**src/rtl/core/tak_pkg.sv**
```systemverilog
// package with widths, reset values and register codes of the temperature alarm core
`default_nettype none

package tak_pkg;

  localparam int unsigned KEY_COUNT        = 3;
  localparam int unsigned DEBOUNCE_SAMPLES = 2;
  localparam int unsigned CNT_W            = 2;

  localparam int unsigned STEP_W = 7;
  localparam int unsigned THR_W  = 12;
  localparam int unsigned CLR_W  = 13;
  localparam int unsigned TEMP_W = 17;
  localparam int unsigned CODE_W = 16;
  localparam int unsigned CFG_IDX_W  = 8;
  localparam int unsigned CFG_DATA_W = 12;

  localparam int unsigned IN_TDATA_W  = 24;
  localparam int unsigned OUT_TDATA_W = 48;

  localparam logic [CODE_W-1:0] CODE_NEG_BASE = CODE_W'(10000);

  localparam logic [STEP_W-1:0] STEP_RST     = STEP_W'(5);
  localparam logic [THR_W-1:0]  HI_MAX_RST   = THR_W'(600);
  localparam logic [THR_W-1:0]  HI_MIN_RST   = THR_W'(-200);
  localparam logic [STEP_W-1:0] HYST_RST     = STEP_W'(10);
  localparam logic [THR_W-1:0]  THR_RST      = THR_W'(350);
  localparam logic [CLR_W-1:0]  CLR_RST      = CLR_W'(340);

  typedef enum logic [CFG_IDX_W-1:0] {
    REG_STEP    = 8'd0,
    REG_HI_MAX  = 8'd1,
    REG_HI_MIN  = 8'd2,
    REG_HYST    = 8'd3
  } cfg_reg_e;

  typedef enum logic {
    ACT_KEY_TICK = 1'b0,
    ACT_READING  = 1'b1
  } action_e;

endpackage

`default_nettype wire

```
**src/rtl/core/temp_alarm_key_threshold_core.sv**
```systemverilog
// temperature alarm core with debounced keys and adjustable hysteresis threshold
//
// s_axis carries one beat per event: tuser = action (0 key tick, 1 reading),
// tdata = key levels, vendor temperature code and sensor online flag.
// m_axis returns exactly one beat per accepted input beat with the alarm
// flag, setting mode, both thresholds, last decoded temperature and the
// key press events of that beat.
// cfg writes one of four registers (step, upper clamp, lower clamp,
// hysteresis) per beat; cfg_ready_o is always high.
// m_axis_tvalid is registered and set by the edge that accepts the beat. The whole
// update is one combinational pass from the state registers into the state
// and result registers, so a beat is taken every cycle while the result
// register is empty or being drained.
// When the receiver stalls, the result register holds and s_axis_tready
// drops until it is taken. Reset clears the keys to released, leaves normal
// mode, sets threshold 35.0 and clear level 34.0 and loads register defaults.
`default_nettype none

module temp_alarm_key_threshold_core
  import tak_pkg::*;
(
  input  wire logic                   clk_i,
  input  wire logic                   rst_ni,

  input  wire logic                   s_axis_tvalid,
  output logic                        s_axis_tready,
  // [2:0] key_levels, [18:3] temp_code, [19] sensor_online, [23:20] zero
  input  wire logic [IN_TDATA_W-1:0]  s_axis_tdata,
  // [0] action
  input  wire logic                   s_axis_tuser,

  output logic                        m_axis_tvalid,
  input  wire logic                   m_axis_tready,
  // [0] alarm_on, [1] setting_mode, [13:2] threshold_high,
  // [26:14] threshold_clear, [43:27] temp_tenths, [46:44] key_fired, [47] zero
  output logic [OUT_TDATA_W-1:0]      m_axis_tdata,

  input  wire logic                   cfg_valid_i,
  output logic                        cfg_ready_o,
  input  wire logic [CFG_IDX_W-1:0]   cfg_index_i,
  input  wire logic [CFG_DATA_W-1:0]  cfg_data_i
);

  // configuration registers
  logic [STEP_W-1:0] step_q;
  logic [THR_W-1:0]  hi_max_q;
  logic [THR_W-1:0]  hi_min_q;
  logic [STEP_W-1:0] hyst_q;

  // block state
  logic [KEY_COUNT-1:0]            lvl_q, lvl_d;
  logic [KEY_COUNT-1:0][CNT_W-1:0] cnt_q, cnt_d;
  logic [KEY_COUNT-1:0]            lat_q, lat_d;
  logic                            mode_q, mode_d;
  logic signed [THR_W-1:0]         thr_q, thr_d;
  logic signed [CLR_W-1:0]         clr_q, clr_d;
  logic                            alarm_q, alarm_d;
  logic signed [TEMP_W-1:0]        temp_q, temp_d;
  logic [KEY_COUNT-1:0]            fired_d, fired_q;

  logic out_valid_q;
  logic in_acc;

  logic [KEY_COUNT-1:0] in_keys;
  logic [CODE_W-1:0]    in_code;
  logic                 in_online;
  action_e              in_act;

  assign in_keys   = s_axis_tdata[KEY_COUNT-1:0];
  assign in_code   = s_axis_tdata[KEY_COUNT +: CODE_W];
  assign in_online = s_axis_tdata[KEY_COUNT+CODE_W];
  assign in_act    = action_e'(s_axis_tuser);

  assign s_axis_tready = !out_valid_q || m_axis_tready;
  assign in_acc        = s_axis_tvalid && s_axis_tready;
  assign cfg_ready_o   = 1'b1;

  function automatic logic signed [THR_W-1:0] adjust(
    input logic signed [THR_W-1:0] thr,
    input logic                    up,
    input logic [STEP_W-1:0]       step,
    input logic signed [THR_W-1:0] lim_max,
    input logic signed [THR_W-1:0] lim_min
  );
    logic signed [THR_W:0] t;
    logic signed [THR_W-1:0] res;
    if (up) begin
      t = $signed({thr[THR_W-1], thr}) + $signed({6'd0, step});
      if (t > $signed({lim_max[THR_W-1], lim_max})) res = lim_max;
      else res = t[THR_W-1:0];
    end else begin
      t = $signed({thr[THR_W-1], thr}) - $signed({6'd0, step});
      if (t < $signed({lim_min[THR_W-1], lim_min})) res = lim_min;
      else res = t[THR_W-1:0];
    end
    return res;
  endfunction

  always_comb begin
    logic [CNT_W-1:0]         cnt_nxt;
    logic [CODE_W-1:0]        code_off;
    logic signed [TEMP_W-1:0] temp_new;
    lvl_d    = lvl_q;
    cnt_d    = cnt_q;
    lat_d    = lat_q;
    mode_d   = mode_q;
    thr_d    = thr_q;
    clr_d    = clr_q;
    alarm_d  = alarm_q;
    temp_d   = temp_q;
    fired_d  = '0;
    cnt_nxt  = '0;
    code_off = in_code - CODE_NEG_BASE;
    temp_new = '0;
    if (in_act == ACT_KEY_TICK) begin
      for (int i = 0; i < KEY_COUNT; i++) begin
        cnt_nxt = cnt_d[i] + CNT_W'(1);
        if (in_keys[i] != lvl_d[i]) begin
          lvl_d[i] = in_keys[i];
          cnt_d[i] = '0;
        end else if (cnt_nxt < CNT_W'(DEBOUNCE_SAMPLES)) begin
          cnt_d[i] = cnt_nxt;
        end else begin
          cnt_d[i] = '0;
          if (in_keys[i]) begin
            lat_d[i] = 1'b0;
          end else if (!lat_d[i]) begin
            lat_d[i]   = 1'b1;
            fired_d[i] = 1'b1;
            if (i == 0) begin
              mode_d = !mode_d;
            end else if (mode_d) begin
              thr_d = adjust(thr_d, (i == 1), step_q, hi_max_q, hi_min_q);
              clr_d = $signed({thr_d[THR_W-1], thr_d}) - $signed({6'd0, hyst_q});
            end
          end
        end
      end
    end else begin
      if (!in_online) begin
        alarm_d = 1'b0;
      end else begin
        if (in_code < CODE_NEG_BASE) temp_new = $signed({1'b0, in_code});
        else temp_new = -$signed({1'b0, code_off});
        temp_d = temp_new;
        if (!alarm_q && temp_new > $signed({{(TEMP_W-THR_W){thr_q[THR_W-1]}}, thr_q}))
          alarm_d = 1'b1;
        else if (alarm_q &&
                 temp_new < $signed({{(TEMP_W-CLR_W){clr_q[CLR_W-1]}}, clr_q}))
          alarm_d = 1'b0;
      end
    end
  end

  always_ff @(posedge clk_i or negedge rst_ni) begin
    if (!rst_ni) begin
      step_q   <= STEP_RST;
      hi_max_q <= HI_MAX_RST;
      hi_min_q <= HI_MIN_RST;
      hyst_q   <= HYST_RST;
    end else if (cfg_valid_i && cfg_ready_o) begin
      unique case (cfg_index_i)
        REG_STEP:   step_q   <= cfg_data_i[STEP_W-1:0];
        REG_HI_MAX: hi_max_q <= cfg_data_i[THR_W-1:0];
        REG_HI_MIN: hi_min_q <= cfg_data_i[THR_W-1:0];
        REG_HYST:   hyst_q   <= cfg_data_i[STEP_W-1:0];
        default: ;
      endcase
    end
  end

  always_ff @(posedge clk_i or negedge rst_ni) begin
    if (!rst_ni) begin
      lvl_q       <= '1;
      cnt_q       <= '0;
      lat_q       <= '0;
      mode_q      <= 1'b0;
      thr_q       <= THR_RST;
      clr_q       <= CLR_RST;
      alarm_q     <= 1'b0;
      temp_q      <= '0;
      out_valid_q <= 1'b0;
    end else begin
      if (in_acc) begin
        lvl_q   <= lvl_d;
        cnt_q   <= cnt_d;
        lat_q   <= lat_d;
        mode_q  <= mode_d;
        thr_q   <= thr_d;
        clr_q   <= clr_d;
        alarm_q <= alarm_d;
        temp_q  <= temp_d;
      end
      if (in_acc) out_valid_q <= 1'b1;
      else if (m_axis_tready) out_valid_q <= 1'b0;
    end
  end

  // result payload, shown together with the state it reflects
  always_ff @(posedge clk_i) begin
    if (in_acc) fired_q <= fired_d;
  end

  assign m_axis_tvalid = out_valid_q;
  assign m_axis_tdata  = {1'b0, fired_q, temp_q, clr_q, thr_q, mode_q, alarm_q};

`ifndef SYNTHESIS
  a_one_result: assert property (@(posedge clk_i) disable iff (!rst_ni)
    in_acc |=> m_axis_tvalid)
    else $error("accepted beat produced no result");

  a_reading_no_fire: assert property (@(posedge clk_i) disable iff (!rst_ni)
    in_acc && s_axis_tuser |=> m_axis_tdata[46:44] == 3'b000)
    else $error("key event reported on a reading");

  a_offline_clears: assert property (@(posedge clk_i) disable iff (!rst_ni)
    in_acc && s_axis_tuser && !s_axis_tdata[19] |=> !m_axis_tdata[0])
    else $error("offline reading left alarm set");

  a_tick_keeps_alarm: assert property (@(posedge clk_i) disable iff (!rst_ni)
    in_acc && !s_axis_tuser |=> alarm_q == $past(alarm_q))
    else $error("key tick changed alarm");
`endif

endmodule

`default_nettype wire

```
**config.mk**
```make
export PLATFORM = sky130hd
export DESIGN_NAME = temp_alarm_key_threshold_core
export DESIGN_NICKNAME = d
export VERILOG_FILES = /design/src/rtl/core/tak_pkg.sv /design/src/rtl/core/temp_alarm_key_threshold_core.sv
export SDC_FILE = /design/constraint.sdc
export NUM_CORES = 1
export LEC_CHECK = 0
export BUFFER_PORTS_ARGS = -buffer_cell sky130_fd_sc_hd__buf_2
export CORE_MARGIN = 2
export CORE_UTILIZATION = 45
export DETAILED_ROUTE_END_ITERATION = 8
export GPL_ROUTABILITY_DRIVEN = 0
export GPL_TIMING_DRIVEN = 0
export SLEW_MARGIN = 25
export SYNTH_ARGS = -nofsm -noshare
export SYNTH_HDL_FRONTEND = slang
export SYNTH_SLANG_ARGS = --single-unit
```
**constraint.sdc**
```tcl
create_clock -name clk_i -period 12.35 [get_ports clk_i]
set_clock_uncertainty 0.2 [all_clocks]
set_input_delay 2.47 -clock clk_i [delete_from_list [all_inputs] [get_ports clk_i]]
set_output_delay 2.47 -clock clk_i [all_outputs]
set_load 0.02 [all_outputs]
```
==> run metrics <==
status complete, no violations; Tot Pwr 1.75 mW; I/O pin cnt 101; CTS Hold Bufs 0; CP startpoint kind flip-flop; max cap viols 0; vias per cell 5.46; clk sinks 95; worst-path fanout max 19; CP delay by family, top compound AO/OA/AOI/OAI gates; Die Wd around 140 um; number of diodes 0; slew margin rel. 0.405; largest cells by area after synthesis dfrtp_1, ha_1, dfstp_2; share of layout cells above drive strength 1 0.213; full die area approximately 19000 um2; final WL between 20 and 25 mm; area of the core 17300 um2; Fillers around 1700; clk slew on worst S/H paths ~0.070 ns; DRC errors left 0; initial antenna violation count 0; synthesized instance count 893; layer with the highest usage met2; post-CTS resize count 0; hold depth 2; Clock Path Buffers 2; Clock Latency Late Sink about 0.36 ns; Max VDD drop roughly 0.0001 V; Global Route Usage Sum 0.234; met2 Use GR 0.376; Post-Syn Nets around 1000; port bufs 90; area growth from synthesis to layout 13.3%; CP most frequent cell a21oi_1; final setup TNS 0 ns; reg-to-reg endpoint clr_q[9]$_DFFE_PN0P_; GR Util met3 0.0374; post-route minimum period between 10 and 15 ns; hpwl dp ~17 mm; Synth top area share 0.202; Arr. time, crit path between 10 and 15 ns; Wirelength per Cell approximately 17 um; met1 GRT Util 0.333; # setup viols final 0; CTS Root Cell clkbuf_16; H-tree Lvls 3; R2R setup slack approximately 1.5 ns; HP Class flip-flop to flip-flop; grt total ovfl 0; total setup buffers inserted after CTS 0; R2R depth 49; Syn. warnings 0; first-pass GRT wire length ~33 mm; RSZ-0062 raised after global routing no; Num CTS Buffers 9; Critical Path Source step_q[0]$_DFFE_PN1P_; 1st-pass router iterations 5; number of synthesized register bits 95; vias after detailed routing about 6700; Cell Area, Synth a little under 8000 um2; number of synthesized flops with an enable pin 3; CTS tree yes; Mapped Avg Cell Area ~8.9 um2; Critical Path RT between 10 and 15 ns; highest clock rate 91.8 MHz; top_reg_cell synth dfrtp_1; cell depth of the worst setup path 49; most common library cells after synthesis ha_1, inv_1, nand2_1; vias in the first global route 6232; fin cells 1224; Synth cell types 70; Leakage Power about 4 nW; # rows between 40 and 50; Final Max Slew Viols 0; Tcrit/Tclk final 0.882; worst setup path endpoint clr_q[9]$_DFFE_PN0P_; Crit path largest cell delay approximately 0.55 ns; most instantiated library cell after synthesis ha_1; ys async rst share 0.968; r2r startpoint step_q[0]$_DFFE_PN1P_; Initial Utilization 0.459; slowest stage cell, crit path dfstp_2; placed cells ~1200; power density cells 195 nW/um2; WS Path Type flip-flop to flip-flop; largest net degree at the start of global routing between 50 and 60; CP Buf/Inv Count 3; Initial DRC Count roughly 360; post-synth top area cell dfrtp_1; nets around 1100; Seq/Total Area, Yosys 0.306; Final Hold Vio Count 0; post-route ant nets 0; die height between 100 and 150 um; worst slew pin tran ~0.88 ns; CP Capture Type flip-flop
tightest hold or removal path, cell delays in order (launching register included):
cell and delay [ns]:
dfstp_2 0.38, nand2_1 0.05, nand2_1 0.05
layer usage:
metal | vias to the layer above | part of all wire | wire [um]
met5 | - | 0 | 0
met4 | 0 | 0.0091 | 192
met3 | 14 | 0.038 | 794
met2 | 132 | 0.46 | 9640
met1 | 3167 | 0.49 | 10400
li1 | 3372 | - | -
sequential cells by signal, summed over array words and instances, names as in the netlist, 7 cells and up:
register,count
clr_q,13
hi_max_q,12
hi_min_q,12
hyst_q,7
step_q,7
temp_q,17
thr_q,12
how the worst min path moves through the flow:
stage                                     start               endpoint  slack [ns]
after floorplan            lvl_q[1]$_DFFE_PN1P_   lvl_q[1]$_DFFE_PN1P_        0.26
after global placement    temp_q[0]$_DFFE_PN0P_  temp_q[0]$_DFFE_PN0P_        0.27
after detailed placement   lvl_q[1]$_DFFE_PN1P_   lvl_q[1]$_DFFE_PN1P_        0.27
after CTS                  lvl_q[1]$_DFFE_PN1P_   lvl_q[1]$_DFFE_PN1P_        0.28
after global routing       lvl_q[1]$_DFFE_PN1P_   lvl_q[1]$_DFFE_PN1P_        0.31
final                      lvl_q[1]$_DFFE_PN1P_   lvl_q[1]$_DFFE_PN1P_        0.28
placed cells by master (no fill, tap or decap), types with 11 or more instances in the layout:
cell	instances
clkbuf_1	25
xnor2_1	35
xor2_1	15
ha_1	89
nand2b_1	11
o21ai_0	68
mux2_2	60
inv_1	87
nor2b_1	15
dfrtp_1	64
mux2i_1	13
nand4_1	13
nor2_1	49
nand3_1	14
o22ai_1	11
dfstp_2	28
a21o_1	16
a21oi_1	51
nand2_1	80
buf_2	91
power breakdown:
part           switching (mW)  total, mW  leakage [nW]  internal [mW]
Clock                   0.130      0.287         0.136          0.158
Sequential             0.0358      0.396          1.10          0.360
Combinational           0.628       1.07          2.85          0.443
Total                   0.794       1.75          4.09          0.960
area by class of cell:
cell class                      instances  area (um2)  area share
Clock inverter                          5        58.8     0.00654
Multi-Input combinational cell        677        5030       0.559
Tap cell                              225         282      0.0313
Clock buffer                           11         233      0.0259
Timing Repair Buffer                   91         484      0.0539
Inverter                               87         327      0.0363
Sequential cell                        95        2430       0.270
Buffer                                 33         150      0.0167
kinds of logic (layout without fill, tap and decap cells):
| family | Yosys count | after routing | synth area share |
|---|---|---|---|
| simple gates | 228 | 228 | 0.141 |
| compound gates | 230 | 230 | 0.183 |
| other cells | 2 | 2 | 0.000947 |
| xor+xnor | 50 | 50 | 0.0552 |
| flops | 95 | 95 | 0.306 |
| mux | 74 | 74 | 0.103 |
| buf+inv | 121 | 227 | 0.0604 |
| fa+ha+maj | 93 | 93 | 0.150 |
stage by stage:
step	cell area [um2]	worst slack (ns)	hold WS, ns	util
2_1_floorplan	7930	2.98	0.256	-
3_3_place_gp	8670	1.03	0.270	0.501
3_5_place_dp	8700	1.02	0.273	0.503
4_1_cts	8990	0.963	0.284	0.520
5_1_grt	8990	0.326	0.308	0.520
6_report	8990	1.46	0.279	0.520
No activity file was read; power rests on OpenSTA's default activity.
